## src/sv/sbfd_pkg.sv

```systemverilog
// ----------------------------------------------------------------------------
// sbfd_pkg
// Types and constants shared by the S.BUS frame decoder modules.
// ----------------------------------------------------------------------------
package sbfd_pkg;

  localparam int CHANNEL_COUNT = 16;
  localparam int VALUE_BITS    = 11;
  localparam int BYTE_BITS     = 8;
  localparam int DATA_BYTES    = (CHANNEL_COUNT * VALUE_BITS) / BYTE_BITS;

  localparam logic [7:0] HEADER_BYTE  = 8'h0f;
  localparam int         FAILSAFE_BIT = 3;

  // frame position: 0 waits for header, 1..DATA_BYTES data, then flag, then end
  localparam logic [4:0] POS_IDLE     = 5'd0;
  localparam logic [4:0] POS_DATA_LST = 5'(DATA_BYTES);
  localparam logic [4:0] POS_FLAG     = 5'(DATA_BYTES + 1);
  localparam logic [4:0] POS_END      = 5'(DATA_BYTES + 2);

  localparam logic KIND_CHANNEL   = 1'b0;
  localparam logic KIND_FRAME_END = 1'b1;

  typedef enum logic [1:0] {
    OP_DATA = 2'd0,
    OP_FLAG = 2'd1,
    OP_END  = 2'd2
  } cmd_op_t;

  // one classified byte handed from front to back
  typedef struct packed {
    cmd_op_t    op;
    logic       first;   // first data byte of a frame
    logic [7:0] data;
  } cmd_t;

endpackage

```

## src/sv/sbfd_front.sv

```systemverilog
// ----------------------------------------------------------------------------
// sbfd_front
// Tracks the byte position in the frame and turns each accepted byte into a
// command for the unpacker (data, flag or end), dropping bytes that do nothing.
// ----------------------------------------------------------------------------
module sbfd_front (
  input  logic          clk,
  input  logic          rst_n,
  input  logic          in_push,
  input  logic          q_full,
  input  logic [7:0]    in_received_byte,
  input  logic          in_line_error,
  output logic          q_push,
  output sbfd_pkg::cmd_t q_cmd
);

  logic [4:0] pos_r, pos_nxt;
  logic [4:0] pos_cur;
  logic       acc;

  assign acc     = in_push && !q_full;
  assign pos_cur = in_line_error ? sbfd_pkg::POS_IDLE : pos_r;

  always_comb begin
    pos_nxt     = pos_r;
    q_push      = 1'b0;
    q_cmd.op    = sbfd_pkg::OP_DATA;
    q_cmd.first = (pos_cur == 5'd1);
    q_cmd.data  = in_received_byte;
    if (acc) begin
      pos_nxt = pos_cur;
      priority if (pos_cur == sbfd_pkg::POS_IDLE) begin
        if (in_received_byte == sbfd_pkg::HEADER_BYTE) pos_nxt = 5'd1;
      end else if (pos_cur <= sbfd_pkg::POS_DATA_LST) begin
        q_push   = 1'b1;
        q_cmd.op = sbfd_pkg::OP_DATA;
        pos_nxt  = pos_cur + 5'd1;
      end else if (pos_cur == sbfd_pkg::POS_FLAG) begin
        q_push   = 1'b1;
        q_cmd.op = sbfd_pkg::OP_FLAG;
        pos_nxt  = sbfd_pkg::POS_END;
      end else begin
        // waiting for the end byte; nonzero bytes are dropped
        if (in_received_byte == 8'd0) begin
          q_push   = 1'b1;
          q_cmd.op = sbfd_pkg::OP_END;
          pos_nxt  = sbfd_pkg::POS_IDLE;
        end
      end
    end
  end

  always_ff @(posedge clk) begin
    if (!rst_n) begin
      pos_r <= sbfd_pkg::POS_IDLE;
    end else begin
      pos_r <= pos_nxt;
    end
  end

endmodule

```

## src/sv/sbfd_queue.sv

```systemverilog
// ----------------------------------------------------------------------------
// sbfd_queue
// Small command queue between the front end and the unpacker.
// ----------------------------------------------------------------------------
module sbfd_queue #(
  parameter int DEPTH = 4
) (
  input  logic           clk,
  input  logic           rst_n,
  input  logic           push,
  input  sbfd_pkg::cmd_t push_cmd,
  output logic           full,
  input  logic           pop,
  output logic           valid,
  output sbfd_pkg::cmd_t head
);

  localparam int PTR_W = (DEPTH > 1) ? $clog2(DEPTH) : 1;
  localparam int CNT_W = $clog2(DEPTH + 1);

  sbfd_pkg::cmd_t mem_r [DEPTH];
  logic [PTR_W-1:0] wr_ptr_r, wr_ptr_nxt;
  logic [PTR_W-1:0] rd_ptr_r, rd_ptr_nxt;
  logic [CNT_W-1:0] cnt_r, cnt_nxt;
  logic             do_push, do_pop;

  assign full    = (cnt_r == CNT_W'(DEPTH));
  assign valid   = (cnt_r != '0);
  assign head    = mem_r[rd_ptr_r];
  assign do_push = push && !full;
  assign do_pop  = pop && valid;

  always_comb begin
    wr_ptr_nxt = wr_ptr_r;
    rd_ptr_nxt = rd_ptr_r;
    cnt_nxt    = cnt_r;
    if (do_push) begin
      wr_ptr_nxt = (wr_ptr_r == PTR_W'(DEPTH - 1)) ? '0 : wr_ptr_r + PTR_W'(1);
    end
    if (do_pop) begin
      rd_ptr_nxt = (rd_ptr_r == PTR_W'(DEPTH - 1)) ? '0 : rd_ptr_r + PTR_W'(1);
    end
    if (do_push && !do_pop) cnt_nxt = cnt_r + CNT_W'(1);
    if (!do_push && do_pop) cnt_nxt = cnt_r - CNT_W'(1);
  end

  always_ff @(posedge clk) begin
    if (!rst_n) begin
      wr_ptr_r <= '0;
      rd_ptr_r <= '0;
      cnt_r    <= '0;
    end else begin
      wr_ptr_r <= wr_ptr_nxt;
      rd_ptr_r <= rd_ptr_nxt;
      cnt_r    <= cnt_nxt;
    end
  end

  always_ff @(posedge clk) begin
    if (do_push) mem_r[wr_ptr_r] <= push_cmd;
  end

endmodule

```

## src/sv/sbfd_back.sv

```systemverilog
// ----------------------------------------------------------------------------
// sbfd_back
// Bit unpacker: merges data bytes into 11-bit channel values, latches the
// failsafe flag and builds frame-end results in the output register.
// ----------------------------------------------------------------------------
module sbfd_back (
  input  logic           clk,
  input  logic           rst_n,
  input  logic           q_valid,
  input  sbfd_pkg::cmd_t q_head,
  output logic           q_pop,
  input  logic           out_pop,
  output logic           out_empty,
  output logic           out_result_kind,
  output logic [3:0]     out_channel_index,
  output logic [10:0]    out_channel_value,
  output logic           out_signal_valid
);

  logic [3:0]  pend_r, pend_nxt;
  logic [10:0] part_r, part_nxt;
  logic [3:0]  cnt_r, cnt_nxt;
  logic        fs_r, fs_nxt;
  logic        ofull_r, ofull_nxt;
  logic        okind_r, okind_nxt;
  logic [3:0]  oidx_r, oidx_nxt;
  logic [10:0] oval_r, oval_nxt;
  logic        osv_r, osv_nxt;

  logic [3:0]  p;
  logic [10:0] part;
  logic [3:0]  cnt;
  logic [4:0]  total;
  logic [2:0]  r;
  logic [18:0] shifted;
  logic [10:0] merged;
  logic [7:0]  spill;
  logic        take;

  assign take    = q_valid && (!ofull_r || out_pop);
  assign q_pop   = take;

  assign p       = q_head.first ? 4'd0 : pend_r;
  assign part    = q_head.first ? 11'd0 : part_r;
  assign cnt     = q_head.first ? 4'd0 : cnt_r;
  assign total   = {1'b0, p} + 5'(sbfd_pkg::BYTE_BITS);
  assign r       = 3'(total - 5'(sbfd_pkg::VALUE_BITS));
  assign shifted = {11'd0, q_head.data} << p;
  assign merged  = part | shifted[10:0];
  assign spill   = q_head.data >> (4'(sbfd_pkg::BYTE_BITS) - {1'b0, r});

  always_comb begin
    pend_nxt  = pend_r;
    part_nxt  = part_r;
    cnt_nxt   = cnt_r;
    fs_nxt    = fs_r;
    ofull_nxt = ofull_r && !out_pop;
    okind_nxt = okind_r;
    oidx_nxt  = oidx_r;
    oval_nxt  = oval_r;
    osv_nxt   = osv_r;
    if (take) begin
      unique case (q_head.op)
        sbfd_pkg::OP_DATA: begin
          if (total >= 5'(sbfd_pkg::VALUE_BITS)) begin
            ofull_nxt = 1'b1;
            okind_nxt = sbfd_pkg::KIND_CHANNEL;
            oidx_nxt  = cnt;
            oval_nxt  = merged;
            osv_nxt   = 1'b0;
            cnt_nxt   = cnt + 4'd1;
            part_nxt  = {3'd0, spill};
            pend_nxt  = {1'b0, r};
          end else begin
            cnt_nxt   = cnt;
            part_nxt  = merged;
            pend_nxt  = total[3:0];
          end
        end
        sbfd_pkg::OP_FLAG: begin
          fs_nxt = q_head.data[sbfd_pkg::FAILSAFE_BIT];
        end
        sbfd_pkg::OP_END: begin
          ofull_nxt = 1'b1;
          okind_nxt = sbfd_pkg::KIND_FRAME_END;
          oidx_nxt  = 4'd0;
          oval_nxt  = 11'd0;
          osv_nxt   = !fs_r;
          pend_nxt  = 4'd0;
          part_nxt  = 11'd0;
          cnt_nxt   = 4'd0;
        end
        default: begin
          fs_nxt = fs_r;
        end
      endcase
    end
  end

  always_ff @(posedge clk) begin
    if (!rst_n) begin
      pend_r  <= 4'd0;
      part_r  <= 11'd0;
      cnt_r   <= 4'd0;
      fs_r    <= 1'b0;
      ofull_r <= 1'b0;
    end else begin
      pend_r  <= pend_nxt;
      part_r  <= part_nxt;
      cnt_r   <= cnt_nxt;
      fs_r    <= fs_nxt;
      ofull_r <= ofull_nxt;
    end
  end

  always_ff @(posedge clk) begin
    okind_r <= okind_nxt;
    oidx_r  <= oidx_nxt;
    oval_r  <= oval_nxt;
    osv_r   <= osv_nxt;
  end

  assign out_empty         = !ofull_r;
  assign out_result_kind   = okind_r;
  assign out_channel_index = oidx_r;
  assign out_channel_value = oval_r;
  assign out_signal_valid  = osv_r;

endmodule

```

## src/sv/sbus_frame_decoder.sv

```systemverilog
// ----------------------------------------------------------------------------
// sbus_frame_decoder
// S.BUS receiver frame decoder: UART bytes in, channel values and frame-end
// status out.
// ----------------------------------------------------------------------------
// Takes one received byte per cycle (push/full) and returns results through
// a queue-style port (empty/pop). After a 0x0f header, the 22 data bytes are
// unpacked LSB first into sixteen 11-bit channels; each channel comes out as
// soon as its last bit arrives. Bit 3 of the next byte is the failsafe flag;
// then nonzero bytes are dropped and a zero byte yields a frame-end
// transaction with signal_valid = !failsafe. A line error restarts the
// parser before its byte is handled; the failsafe flag survives it.
// Rate: one byte per cycle while in_full is low. The command for an accepted
// byte is written into the queue, and the unpacker then registers its result
// in the output register, from which it shows on the out_ ports.
// in_full rises only when the QUEUE_DEPTH-entry
// command queue between the position tracker and the bit unpacker is full,
// which happens when the result side stops popping.
// ----------------------------------------------------------------------------
module sbus_frame_decoder #(
  parameter int QUEUE_DEPTH = 4
) (
  input  logic        clk,
  input  logic        rst_n,
  // byte transactions
  input  logic        in_push,
  output logic        in_full,
  input  logic [7:0]  in_received_byte,
  input  logic        in_line_error,
  // result transactions
  output logic        out_empty,
  input  logic        out_pop,
  output logic        out_result_kind,
  output logic [3:0]  out_channel_index,
  output logic [10:0] out_channel_value,
  output logic        out_signal_valid
);

  logic           q_full;
  logic           q_push;
  sbfd_pkg::cmd_t q_cmd;
  logic           q_valid;
  logic           q_pop;
  sbfd_pkg::cmd_t q_head;

  assign in_full = q_full;

  // position tracker: header hunt, data/flag/end classification
  sbfd_front u_front (
    .clk              (clk),
    .rst_n            (rst_n),
    .in_push          (in_push),
    .q_full           (q_full),
    .in_received_byte (in_received_byte),
    .in_line_error    (in_line_error),
    .q_push           (q_push),
    .q_cmd            (q_cmd)
  );

  // decouples byte intake from result backpressure
  sbfd_queue #(
    .DEPTH (QUEUE_DEPTH)
  ) u_queue (
    .clk      (clk),
    .rst_n    (rst_n),
    .push     (q_push),
    .push_cmd (q_cmd),
    .full     (q_full),
    .pop      (q_pop),
    .valid    (q_valid),
    .head     (q_head)
  );

  // bit unpacker and output register
  sbfd_back u_back (
    .clk               (clk),
    .rst_n             (rst_n),
    .q_valid           (q_valid),
    .q_head            (q_head),
    .q_pop             (q_pop),
    .out_pop           (out_pop),
    .out_empty         (out_empty),
    .out_result_kind   (out_result_kind),
    .out_channel_index (out_channel_index),
    .out_channel_value (out_channel_value),
    .out_signal_valid  (out_signal_valid)
  );

`ifndef SYNTHESIS
  // the front never pushes into a full queue
  a_no_push_when_full: assert property (@(posedge clk) disable iff (!rst_n)
    q_push |-> !q_full)
    else $error("command pushed into full queue");

  // frame-end results carry zero index and value
  a_frame_end_zero: assert property (@(posedge clk) disable iff (!rst_n)
    (!out_empty && out_result_kind == sbfd_pkg::KIND_FRAME_END)
      |-> (out_channel_index == 4'd0 && out_channel_value == 11'd0))
    else $error("frame end with nonzero payload");

  // channel results never claim a valid signal
  a_channel_no_valid: assert property (@(posedge clk) disable iff (!rst_n)
    (!out_empty && out_result_kind == sbfd_pkg::KIND_CHANNEL) |-> !out_signal_valid)
    else $error("channel result with signal_valid set");

  // a result only appears after the unpacker took a command
  a_result_from_cmd: assert property (@(posedge clk) disable iff (!rst_n)
    $fell(out_empty) |-> $past(q_pop))
    else $error("result appeared without a command");
`endif

endmodule
```

## config.mk

```make
export PLATFORM = sky130hd
export DESIGN_NAME = sbus_frame_decoder
export DESIGN_NICKNAME = d
export VERILOG_FILES = /design/src/sv/sbfd_pkg.sv /design/src/sv/sbfd_front.sv /design/src/sv/sbfd_queue.sv /design/src/sv/sbfd_back.sv /design/src/sv/sbus_frame_decoder.sv
export SDC_FILE = /design/constraint.sdc
export NUM_CORES = 1
export LEC_CHECK = 0
export ABC_AREA = 1
export BUFFER_PORTS_ARGS = -buffer_cell sky130_fd_sc_hd__buf_4
export CORE_MARGIN = 2
export CORE_UTILIZATION = 50
export CTS_BUF_LIST = sky130_fd_sc_hd__clkbuf_8 sky130_fd_sc_hd__clkbuf_16
export CTS_CLUSTER_DIAMETER = 30
export DETAILED_ROUTE_END_ITERATION = 8
export PLACE_DENSITY = 0.7
export SETUP_SLACK_MARGIN = 0.5
export SLEW_MARGIN = 10
export SYNTH_ARGS = -nofsm -noshare
export SYNTH_HDL_FRONTEND = slang
export SYNTH_SLANG_ARGS = --single-unit
```

## constraint.sdc

```tcl
create_clock -name clk -period 2.5 [get_ports clk]
set_input_delay 0.25 -clock clk [delete_from_list [all_inputs] [get_ports clk]]
set_output_delay 0.25 -clock clk [all_outputs]
set_load 0.1 [all_outputs]
```

==> flow_metrics.tcl <==
set metrics [dict create \
    finalClockSkew_ps 11.6 \
    drtIter0Drc 306 \
    synthToLayoutAreaGrowth_pct 27.2 \
    hold_end "u_queue.mem_r[3][4]" \
    syn_area_per_cell_um2 8.18 \
    combPwrFrac 0.563 \
    cts_sinks 96 \
    whs_ps 93.2 \
    hold_path.class "in2reg" \
    ios 32 \
    hpwl_um 7660 \
    port_buffers 31 \
    dp_slack_ps 200 \
    clock_power_share 0.136 \
    grt_setup_unrepaired "yes" \
    seqPwrFrac 0.301 \
    reg2regPathDepth 13 \
    r2r_slack_ps 490 \
    path_buf_inv 4 \
    synth_cells 593 \
    dp.cells 748 \
    async_reset_ff_frac 0 \
    min_period_ps 2010 \
    gp_congestion 0.937 \
    internal_power_mw 3.74 \
    synth_area_leaders "edfxtp_1 38%, dfxtp_1 14%, nand2_1 14%" \
    slew_violations 0 \
    yosys_register_bits 96 \
    cts_hold_buf 0 \
    setup_viol 0 \
    vias 4331 \
    fillers 740 \
    synth_warnings 0 \
    synthFlopType "edfxtp_1" \
    fin_cells 794 \
    routed_wirelength_um 12200 \
    grt_pass1_vias 3896 \
    stdcell_area_mm2 0.00617 \
    cts-htree-levels 3 \
    tightest_slew_ps 863 \
    path_cells "inv_8, nand2_4, nand3_4, nand2_8, nand2_8, clkinv_8, ha_4, inv_4, nand2_4, nor2_4, a21oi_4, buf_6, a211oi_1" \
    antenna_cells 0 \
    cp.arrival_ps 2260 \
    peakVddDrop_v 0.000785 \
    initial_core_util 0.520 \
    slowest_delay_ps 400 \
    netSwitchingFraction 0.482 \
    ys_seq_area_frac 0.522 \
    r2r_end "u_back.pend_r[3]" \
    holdPathStages 1 \
    cts_root_buffer "clkbuf_8" \
    die_area_mm2 0.0105 \
    clk_pin_slew_ps 100 \
    clock_latency_ps 360 \
    synth_edf_count 61 \
    dr.pass1.iters 6 \
    hp-start "in_received_byte[4]" \
    drv_cap 0 \
    crit_path_end_kind "flop" \
    die_w_um 103 \
    postLayoutSetupSlackWorst_ps 493 \
    syn-cell-area_mm2 0.00485 \
    grt_first_pass_wirelength_um 18400 \
    avgViaCountPerCell 5.45 \
    start_kind "flop" \
    cp.required_ps 2750 \
    grt_util_all_layers 0.226 \
    fin_util 0.662 \
    die_h_um 103 \
    grt_start_max_net_pins 25 \
    drt-wirelength-per-cell_um 15.4 \
    multi_input_area_mm2 0.00230 \
    grt_remaining_overflow 0 \
    critical_path.top_delay_family "simple AND/OR/NAND/NOR gates" \
    place_area_mm2 0.00535 \
    core.rowCount 35 \
    detail-route-antenna-nets 0 \
    seq_area_mm2 0.00254 \
    synthesis.nets 615 \
    max_slew_margin 0.424 \
    period_share 0.803 \
    layout-drive-gt1-share 0.283 \
    synth_cell_types 36 \
    cellPowerDensity_mw_per_mm2 1170 \
    critical_path_class "reg2reg" \
    tns_ps 0 \
    hold_viol 0 \
    cts_tree "built" \
    numCtsBuffers 9 \
    fmax_mhz 498 \
    cts.path.max_buffers 2 \
    leakage_nw 2.57 \
    netlist.area_leader.share 0.378 \
    core_mm2 0.00933 \
    grt_antenna_before_repair 0 \
    cpMaxStageDelayCell "dfxtp_4" \
    totalPowerFinal_mw 7.23 \
    nets 682 \
    drc 0 \
    yosysTopAreaCell "edfxtp_1" \
    crit_fanout 6 \
    switchingPower_mw 3.48 \
    status "completed" \
]
power groups by stage:
stage                     sequential [mW]  clock, mW  combinational (mW)
after global routing                 2.20       1.07                4.36
after detailed placement             2.19          0                3.31
after floorplan                      2.95          0                1.79
after CTS                            2.16      0.998                3.51
final                                2.18      0.985                4.07
after global placement               2.18          0                3.30
layer usage:
layer  wire, um  share of wire  up-vias  global-route usage
met4        204          0.017        0              0.0872
met2       5840           0.48      178               0.363
met1       5410           0.44     2042               0.313
met5          0              0        -                   0
li1           -              -     2088                   -
met3        750          0.061       23              0.0292
timing repair:
action                                  4_1_cts  5_1_grt
pin swaps                                     6       12
gates cloned                                  0        3
endpoints found under the hold margin         0        0
endpoints found under the setup margin       49       64
setup buffers                                13       14
gates resized for setup                      28       82
area by class of cell:
cell class / count / share of cell area
inverters: 70 / 0.0513
clock buffers: 9 / 0.0201
clock inverters: 7 / 0.0101
multi-input cells: 406 / 0.373
repair buffers: 77 / 0.107
flip-flops and latches: 96 / 0.412
well taps: 129 / 0.0262
cells in the mapped netlist (2+ instances only):
| cell type | instances |
|---|---|
| nand2_4 | 2 |
| a22oi_1 | 2 |
| nand3_1 | 50 |
| nor2_4 | 2 |
| inv_1 | 61 |
| buf_4 | 3 |
| nand3_2 | 2 |
| a211oi_1 | 2 |
| o21ai_0 | 26 |
| o21ai_1 | 7 |
| nor3_1 | 5 |
| buf_2 | 11 |
| a21oi_1 | 39 |
| dfxtp_1 | 35 |
| inv_2 | 9 |
| nand2_1 | 176 |
| a31oi_1 | 3 |
| nand4_1 | 8 |
| clkbuf_1 | 4 |
| nand2_2 | 8 |
| buf_6 | 3 |
| nor2_2 | 2 |
| or2_2 | 2 |
| and2_1 | 2 |
| o211ai_1 | 2 |
| nor2_1 | 50 |
| edfxtp_1 | 61 |
| ha_1 | 8 |
logic make-up (layout without fill, tap and decap cells):
| family | count (synthesis) | count (layout) | synth area share |
|---|---|---|---|
| AOI/OAI and AO/OA | 85 | 85 | 0.0941 |
| xor gates and xnor gates | 1 | 1 | 0.00181 |
| adders and majority gates | 9 | 9 | 0.0248 |
| buffers and inverters | 91 | 163 | 0.0802 |
| DFF | 96 | 96 | 0.522 |
| and+or+nand+nor | 311 | 311 | 0.277 |
state kept, by name (all words and copies together), names as in the netlist, 3 cells and up, named ones only:
signal,cells
u_back.pend_r,4
u_queue.mem_r,44
u_back.out_channel_index,4
u_back.part_r,11
u_queue.cnt_r,3
u_front.pos_r,5
u_back.cnt_r,4
u_back.out_channel_value,11
placed cells by master, fill, tap and decap left out, types with 3 or more instances in the layout:
master      n
a21oi_1    35
a21oi_2     3
a31oi_1     3
buf_4      63
buf_6       8
clkbuf_8    9
dfxtp_1    30
dfxtp_2     3
edfxtp_1   61
ha_1        6
inv_1      50
inv_2      10
inv_4       5
inv_6       3
nand2_1   155
nand2_2    18
nand2_4    10
nand2_8     3
nand3_1    41
nand3_2     7
nand3_4     4
nand4_1     8
nor2_1     44
nor2_2      3
nor2_4      7
o21ai_0    19
o21ai_1     8
o21ai_2     5
worst max-delay path by stage:
| stage | startpoint | endpoint | slack, ps | cells after the start |
|---|---|---|---|---|
| floorplan | flop | u_back.out_channel_index[0] | 500 | 12 |
| global placement | in_received_byte[7] | u_queue.cnt_r[1] | 260 | 11 |
| detailed placement | flop | u_back.part_r[4] | 200 | 13 |
| CTS | flop | u_back.part_r[2] | 500 | 13 |
| global route | flop | u_back.pend_r[3] | 410 | 13 |
| finish | flop | u_back.pend_r[3] | 490 | 13 |
worst reg2reg max path: stages, from the launching register on:
cell and delay [ps]:
dfxtp_4 400, inv_8 90, nand2_4 60, nand3_4 80
nand2_8 100, nand2_8 100, clkinv_8 60, ha_4 160
inv_4 70, nand2_4 60, nor2_4 220, a21oi_4 140
buf_6 160, a211oi_1 230
Note: power is estimated with default switching activity, not from simulation.
